--- config.mk ---
export PLATFORM = sky130hd
export DESIGN_NAME = hsv_to_rgb_pixel
export DESIGN_NICKNAME = d
export VERILOG_FILES = /design/src/hdl/hsv2rgb_pkg.sv /design/src/hdl/hsv2rgb_lane.sv /design/src/hdl/hsv_to_rgb_pixel.sv
export SDC_FILE = /design/constraint.sdc
export NUM_CORES = 2
export LEC_CHECK = 0
export BUFFER_PORTS_ARGS = -buffer_cell sky130_fd_sc_hd__buf_2
export CAP_MARGIN = 10
export CORE_ASPECT_RATIO = 1.1
export CORE_MARGIN = 4
export CORE_UTILIZATION = 57
export CTS_BUF_LIST = sky130_fd_sc_hd__clkbuf_8
export DETAILED_ROUTE_END_ITERATION = 7
export PLACE_DENSITY = 0.73
export SYNTH_ARGS = -nofsm -noshare
export SYNTH_HDL_FRONTEND = slang
export SYNTH_HIERARCHICAL = 1
export SYNTH_SLANG_ARGS = --single-unit
--- constraint.sdc ---
create_clock -name clk_i -period 11.4 [get_ports clk_i]
set_input_delay 1.14 -clock clk_i [delete_from_list [all_inputs] [get_ports clk_i]]
set_output_delay 1.14 -clock clk_i [all_outputs]
set_load 0.02 [all_outputs]
--- src/hdl/hsv2rgb_pkg.sv ---
`timescale 1ns / 1ps

package hsv2rgb_pkg;

  // Input and output field widths.
  localparam int unsigned HueW  = 16;
  localparam int unsigned FracW = 17;
  localparam int unsigned ChanW = 8;

  // Internal datapath widths.
  localparam int unsigned GpW   = 13;  // hue factor, 0..7680
  localparam int unsigned SvW   = 33;  // S*V, at most 2^32
  localparam int unsigned VkW   = 29;  // V*7680
  localparam int unsigned ProdW = 45;  // S*V*factor and V*7680*2^16

  // Input limits.
  localparam logic [HueW-1:0]  HUE_MAX  = 16'd46079;
  localparam logic [FracW-1:0] UNIT_ONE = 17'd65536;

  // One sextant of hue (60 degrees) and the sextant starts.
  localparam logic [GpW-1:0]  HUE_SEXTANT = 13'd7680;
  localparam logic [HueW-1:0] HUE_60      = 16'd7680;
  localparam logic [HueW-1:0] HUE_120     = 16'd15360;
  localparam logic [HueW-1:0] HUE_180     = 16'd23040;
  localparam logic [HueW-1:0] HUE_240     = 16'd30720;
  localparam logic [HueW-1:0] HUE_300     = 16'd38400;

  // Sextant codes.
  localparam logic [2:0] SEXT_RED     = 3'd0;
  localparam logic [2:0] SEXT_YELLOW  = 3'd1;
  localparam logic [2:0] SEXT_GREEN   = 3'd2;
  localparam logic [2:0] SEXT_CYAN    = 3'd3;
  localparam logic [2:0] SEXT_BLUE    = 3'd4;
  localparam logic [2:0] SEXT_MAGENTA = 3'd5;

  // Load enables for the per-channel stages.
  typedef struct packed {
    logic en3;
    logic en4;
    logic en5;
  } lane_en_t;

endpackage

--- src/hdl/hsv2rgb_lane.sv ---
`timescale 1ns / 1ps

// One color channel: floor(17 * (V*7680*2^16 - S*V*gp) / 2^41).
module hsv2rgb_lane import hsv2rgb_pkg::*; (
  input  logic             clk_i,
  input  lane_en_t         en_i,
  input  logic [SvW-1:0]   sv_i,
  input  logic [GpW-1:0]   gp_i,
  input  logic [VkW-1:0]   vk_i,
  output logic [ChanW-1:0] chan_o
);

  logic [ProdW:0]   prod_full;
  logic [ProdW-1:0] prod_d, prod_q;
  logic [ProdW-1:0] diff_d, diff_q;
  logic [ProdW+3:0] scaled;
  logic [ChanW-1:0] chan_d, chan_q;

  // Stage 3: product of chroma and the hue factor.
  assign prod_full = {{(ProdW+1-SvW){1'b0}}, sv_i} * {{(ProdW+1-GpW){1'b0}}, gp_i};
  assign prod_d    = prod_full[ProdW-1:0];

  // Stage 4: remove it from the full-value term; the difference is never negative.
  assign diff_d = {vk_i, 16'b0} - prod_q;

  // Stage 5: times 17, then keep the integer part of the channel.
  assign scaled = {diff_q, 4'b0} + {4'b0, diff_q};
  assign chan_d = scaled[ProdW+3:ProdW-4];

  always_ff @(posedge clk_i) begin
    if (en_i.en3) begin
      prod_q <= prod_d;
    end
    if (en_i.en4) begin
      diff_q <= diff_d;
    end
    if (en_i.en5) begin
      chan_q <= chan_d;
    end
  end

  assign chan_o = chan_q;

endmodule

--- src/hdl/hsv_to_rgb_pixel.sv ---
`timescale 1ns / 1ps
// HSV to 8-bit RGB conversion in a five-stage pipeline.
// Each pixel passes through the registers of stages 1 to 5 in order before it reaches the outputs.
// Throughput: one pixel per cycle; a stall holds the pipeline and fills bubbles.
// The widest step is the 33 by 13 bit chroma-times-hue multiply in each lane.
// Reset clears only the stage valid bits; the data registers are not reset.
module hsv_to_rgb_pixel import hsv2rgb_pkg::*; (
  input  logic             clk_i,
  input  logic             rst_ni,
  input  logic             valid_i,
  output logic             stall_o,
  input  logic [HueW-1:0]  hue_i,
  input  logic [FracW-1:0] saturation_i,
  input  logic [FracW-1:0] brightness_i,
  output logic             valid_o,
  input  logic             stall_i,
  output logic [ChanW-1:0] red_o,
  output logic [ChanW-1:0] green_o,
  output logic [ChanW-1:0] blue_o
);

  logic [5:1] valid_q;
  logic [5:1] ready;
  lane_en_t   lane_en;

  // Stage enables: a stage loads when it is empty or its successor moves.
  assign ready[5] = !valid_q[5] || !stall_i;
  assign ready[4] = !valid_q[4] || ready[5];
  assign ready[3] = !valid_q[3] || ready[4];
  assign ready[2] = !valid_q[2] || ready[3];
  assign ready[1] = !valid_q[1] || ready[2];
  assign stall_o  = !ready[1];
  assign valid_o  = valid_q[5];

  assign lane_en.en3 = ready[3];
  assign lane_en.en4 = ready[4];
  assign lane_en.en5 = ready[5];

  always_ff @(posedge clk_i or negedge rst_ni) begin
    if (!rst_ni) begin
      valid_q <= '0;
    end else begin
      if (ready[1]) valid_q[1] <= valid_i;
      if (ready[2]) valid_q[2] <= valid_q[1];
      if (ready[3]) valid_q[3] <= valid_q[2];
      if (ready[4]) valid_q[4] <= valid_q[3];
      if (ready[5]) valid_q[5] <= valid_q[4];
    end
  end

  // Stage 1: limit the inputs and find the hue sextant and offset within it.
  logic [HueW-1:0]  hue_c;
  logic [FracW-1:0] sat_c, val_c;
  logic [HueW-1:0]  base;
  logic [2:0]       sext_d, sext_q;
  logic [HueW-1:0]  frac_full;
  logic [GpW-1:0]   frac_q;
  logic [FracW-1:0] sat_q, val1_q;

  assign hue_c = (hue_i > HUE_MAX) ? HUE_MAX : hue_i;
  assign sat_c = (saturation_i > UNIT_ONE) ? UNIT_ONE : saturation_i;
  assign val_c = (brightness_i > UNIT_ONE) ? UNIT_ONE : brightness_i;

  always_comb begin
    priority if (hue_c >= HUE_300) begin
      sext_d = SEXT_MAGENTA;
      base   = HUE_300;
    end else if (hue_c >= HUE_240) begin
      sext_d = SEXT_BLUE;
      base   = HUE_240;
    end else if (hue_c >= HUE_180) begin
      sext_d = SEXT_CYAN;
      base   = HUE_180;
    end else if (hue_c >= HUE_120) begin
      sext_d = SEXT_GREEN;
      base   = HUE_120;
    end else if (hue_c >= HUE_60) begin
      sext_d = SEXT_YELLOW;
      base   = HUE_60;
    end else begin
      sext_d = SEXT_RED;
      base   = '0;
    end
  end

  assign frac_full = hue_c - base;

  always_ff @(posedge clk_i) begin
    if (ready[1]) begin
      sext_q <= sext_d;
      frac_q <= frac_full[GpW-1:0];
      sat_q  <= sat_c;
      val1_q <= val_c;
    end
  end

  // Stage 2: chroma S*V and the hue factor that each channel subtracts.
  // The chroma channel subtracts nothing, the zero channel all of the chroma.
  logic [2*FracW-1:0] sv_full;
  logic [SvW-1:0]     sv_q;
  logic [GpW-1:0]     gx;
  logic [GpW-1:0]     gp_r_d, gp_g_d, gp_b_d;
  logic [GpW-1:0]     gp_r_q, gp_g_q, gp_b_q;
  logic [FracW-1:0]   val2_q;

  assign sv_full = {{FracW{1'b0}}, sat_q} * {{FracW{1'b0}}, val1_q};
  assign gx      = sext_q[0] ? frac_q : (HUE_SEXTANT - frac_q);

  always_comb begin
    unique case (sext_q)
      SEXT_RED: begin
        gp_r_d = '0;          gp_g_d = gx;          gp_b_d = HUE_SEXTANT;
      end
      SEXT_YELLOW: begin
        gp_r_d = gx;          gp_g_d = '0;          gp_b_d = HUE_SEXTANT;
      end
      SEXT_GREEN: begin
        gp_r_d = HUE_SEXTANT; gp_g_d = '0;          gp_b_d = gx;
      end
      SEXT_CYAN: begin
        gp_r_d = HUE_SEXTANT; gp_g_d = gx;          gp_b_d = '0;
      end
      SEXT_BLUE: begin
        gp_r_d = gx;          gp_g_d = HUE_SEXTANT; gp_b_d = '0;
      end
      default: begin
        gp_r_d = '0;          gp_g_d = HUE_SEXTANT; gp_b_d = gx;
      end
    endcase
  end

  always_ff @(posedge clk_i) begin
    if (ready[2]) begin
      sv_q   <= sv_full[SvW-1:0];
      gp_r_q <= gp_r_d;
      gp_g_q <= gp_g_d;
      gp_b_q <= gp_b_d;
      val2_q <= val1_q;
    end
  end

  // Stage 3: value scaled by one sextant, shared by all three lanes.
  logic [VkW-1:0] vk_d, vk_q;

  assign vk_d = {{(VkW-FracW){1'b0}}, val2_q} * {{(VkW-GpW){1'b0}}, HUE_SEXTANT};

  always_ff @(posedge clk_i) begin
    if (ready[3]) begin
      vk_q <= vk_d;
    end
  end

  // Stages 3 to 5 of each channel.
  hsv2rgb_lane u_lane_r (
    .clk_i  (clk_i),
    .en_i   (lane_en),
    .sv_i   (sv_q),
    .gp_i   (gp_r_q),
    .vk_i   (vk_q),
    .chan_o (red_o)
  );

  hsv2rgb_lane u_lane_g (
    .clk_i  (clk_i),
    .en_i   (lane_en),
    .sv_i   (sv_q),
    .gp_i   (gp_g_q),
    .vk_i   (vk_q),
    .chan_o (green_o)
  );

  hsv2rgb_lane u_lane_b (
    .clk_i  (clk_i),
    .en_i   (lane_en),
    .sv_i   (sv_q),
    .gp_i   (gp_b_q),
    .vk_i   (vk_q),
    .chan_o (blue_o)
  );

endmodule

==> flow_summary.toml <==
[grt]
grt_usage_pct = 28.7
grt_max_degree = 77
grt_pass1_vias = 60000
grt_overflow = 0
antenna_found_initial = 5
grt_first_pass_wirelength_um = 316000

[sta]
fin_skew_ns = 0.0701
hold_viol = 0
whs_ns = 0.154
fin_crit_sh_pct = 61.1
slew_headroom_pct = 20.6
period_minus_slack_ns = 6.96
finalSetupTns_ns = 0
finalWorstSetupSlack_ns = 4.44
slew_violations = 0
tightest_slew_ns = 1.19
fmax_mhz = 144
rsz0062_at_grt = "false"
setup_viol = 0

[route]
wl_met3_um = 14400
ant_nets = 0
drc = 0
drt-initial-drc-count = 4007
wire_per_inst_um = 19.5
firstDrtPassIters = 6
vias = 56300
wl_met2_um = 91800
dr.max_layer_used = "met5"
routed_via_density = 5.66
wirelength_um = 194000
met1_length_um = 77700

[clocking]
cts_hold_buf = 0
post_cts_buffers = 0
h-tree-depth = 3
clkLatencyLatePin_ns = 0.83
cts-resized-gates = 0
clk_pin_slew_ns = 0.06
cts_sinks = 458
cts_root_buffer = "clkbuf_8"
cts_buffers = 87
cts_tree = "yes"
clk_path_buf_depth = 3

[synth]
postSynthCellCount = 8144
synth_edf_count = 453
yosys.cell_types.count = 111
ys_warn_count = 6
synth_area_sq_mm = 0.0760
syn_area_per_cell_sq_um = 9.33
ys_ff_latch = 458
synthFlopType = "edfxtp_1"
yosysSeqAreaShare_pct = 18.1
async_flop_share_pct = 1.09

[placed_design]
post-place-ws_ns = 4.47
port_buffers = 79
dp_hpwl_um = 150000
dp.cells = 9780
place_congestion = 0.950

[cells_and_area]
drive_above_1_share_pct = 4.46
final_cell_mix = "1687 x inv_1, 1275 x fa_1, 1163 x nand2_1"
nFillCells = 11300
nNetsFinal = 10000
fin_cells = 9943
area_growth_pct = 5.41
layout_commonest_cell = "inv_1"

[floorplanning]
core_area_sq_mm = 0.132
die_area_sq_mm = 0.139
die_h_um = 391
io_pins = 80
die_w_um = 356
rows = 140
initial_utilization_pct = 57.4

[critical_path]
worstPathRequired_ns = 11.91
path_class = "reg2reg"
crit_fanout = 26
start_kind = "register"
cp-end-kind = "register"
critPathArrivalTime_ns = 7.47

[run]
drv_cap = 0

[status]
status = "completed"

[worst_hold_path]
hold_path.class = "in2async"
[final timing paths]
check,end,slack [ns],depth (start not counted),start
setup / recovery,u_lane_b/prod_q[43],4.44,19,sv_q[14]
hold / removal,valid_q[4],0.15,1,rst_ni
setup reg to reg,u_lane_b/prod_q[43],4.44,19,sv_q[14]
hold reg to reg,valid_q[5],0.46,1,valid_q[4]
max in group asynchronous,valid_q[2],11.11,1,rst_ni
min in group clk_i,valid_q[5],0.46,1,valid_q[4]
[flip-flops by register name, summed over array words and instances (netlist names), 20 cells and up]
signal,count
u_lane_b/diff_q,45
u_lane_b/prod_q,45
u_lane_g/diff_q,45
u_lane_g/prod_q,45
u_lane_r/diff_q,45
u_lane_r/prod_q,45
sv_q,33
vk_q,20
[critical path, stage by stage, from the launching register on]
cell,delay [ns]
edfxtp_1,0.74
buf_4,0.48
nand2_1,0.14
fa_1,0.52
inv_1,0.05
fa_1,0.50
fa_1,0.52
inv_1,0.05
fa_1,0.48
fa_1,0.56
inv_1,0.05
ha_1,0.36
nand2_1,0.12
o21ai_0,0.26
o31ai_1,0.16
o31ai_1,0.53
a21oi_1,0.24
o31ai_1,0.49
a41oi_1,0.20
xnor2_1,0.17
[synthesized netlist by cell type, types with 13 or more instances]
cell	n	share of area, %
a211oi_1	32	0.32
a21o_1	153	1.5
a21oi_1	313	2.1
a31oi_1	40	0.33
a41oi_1	18	0.21
and2_1	654	5.4
and3_1	25	0.21
clkbuf_1	307	1.5
edfxtp_1	453	18
fa_1	1275	34
ha_1	601	9.9
inv_1	1674	8.3
nand2_1	1164	5.8
nand2b_1	45	0.37
nand3_1	101	0.67
nand4_1	46	0.38
nor2_1	198	0.98
nor2b_1	63	0.52
nor3_1	73	0.48
nor4_1	30	0.25
o2111ai_1	13	0.15
o211ai_1	25	0.25
o21a_1	42	0.42
o21ai_0	142	0.94
o21bai_1	36	0.36
o31ai_1	26	0.26
or3_1	19	0.16
xnor2_1	229	2.6
xor2_1	89	1.0
[per-stage QoR]
step                area [sq um]  utilization, %
finish                     80100            60.5
global route               80100            60.5
CTS                        80100            60.4
detailed placement         78000            58.9
global placement           78000            58.9
floorplan                  76100               -
[per-layer routing]
metal	track usage, %	up-vias
met1	37.2	28200
met3	4.96	503
met4	13.8	2
li1	-	25400
met2	47.0	2107
met5	0	-
[cell families after synthesis]
kind of cell	Yosys count	synth area share, %
adder cells (fa/ha/maj)	1877	43.5
flip-flops	458	18.1
XOR/XNOR	318	3.67
AO/OA/AOI/OAI	997	8.72
multiplexers	7	0.0972
AND/OR/NAND/NOR	2491	16.0
other	1	0.00494
buffers and inverters	1995	9.91
[layout make-up]
type / count / area, sq um / area share (%)
inverter: 1674 / 6290 / 7.85
sequential: 458 / 13700 / 17.1
clock buffer: 88 / 1210 / 1.51
multi-input combinational: 5717 / 54800 / 68.5
tap: 1775 / 2220 / 2.77
clock inverter: 71 / 811 / 1.01
antenna: 3 / 7.51 / 0.00938
timing repair buffer: 157 / 981 / 1.23
Power is not shown: default switching activity piles up to over one toggle a cycle in this logic, so the estimate is an artifact.
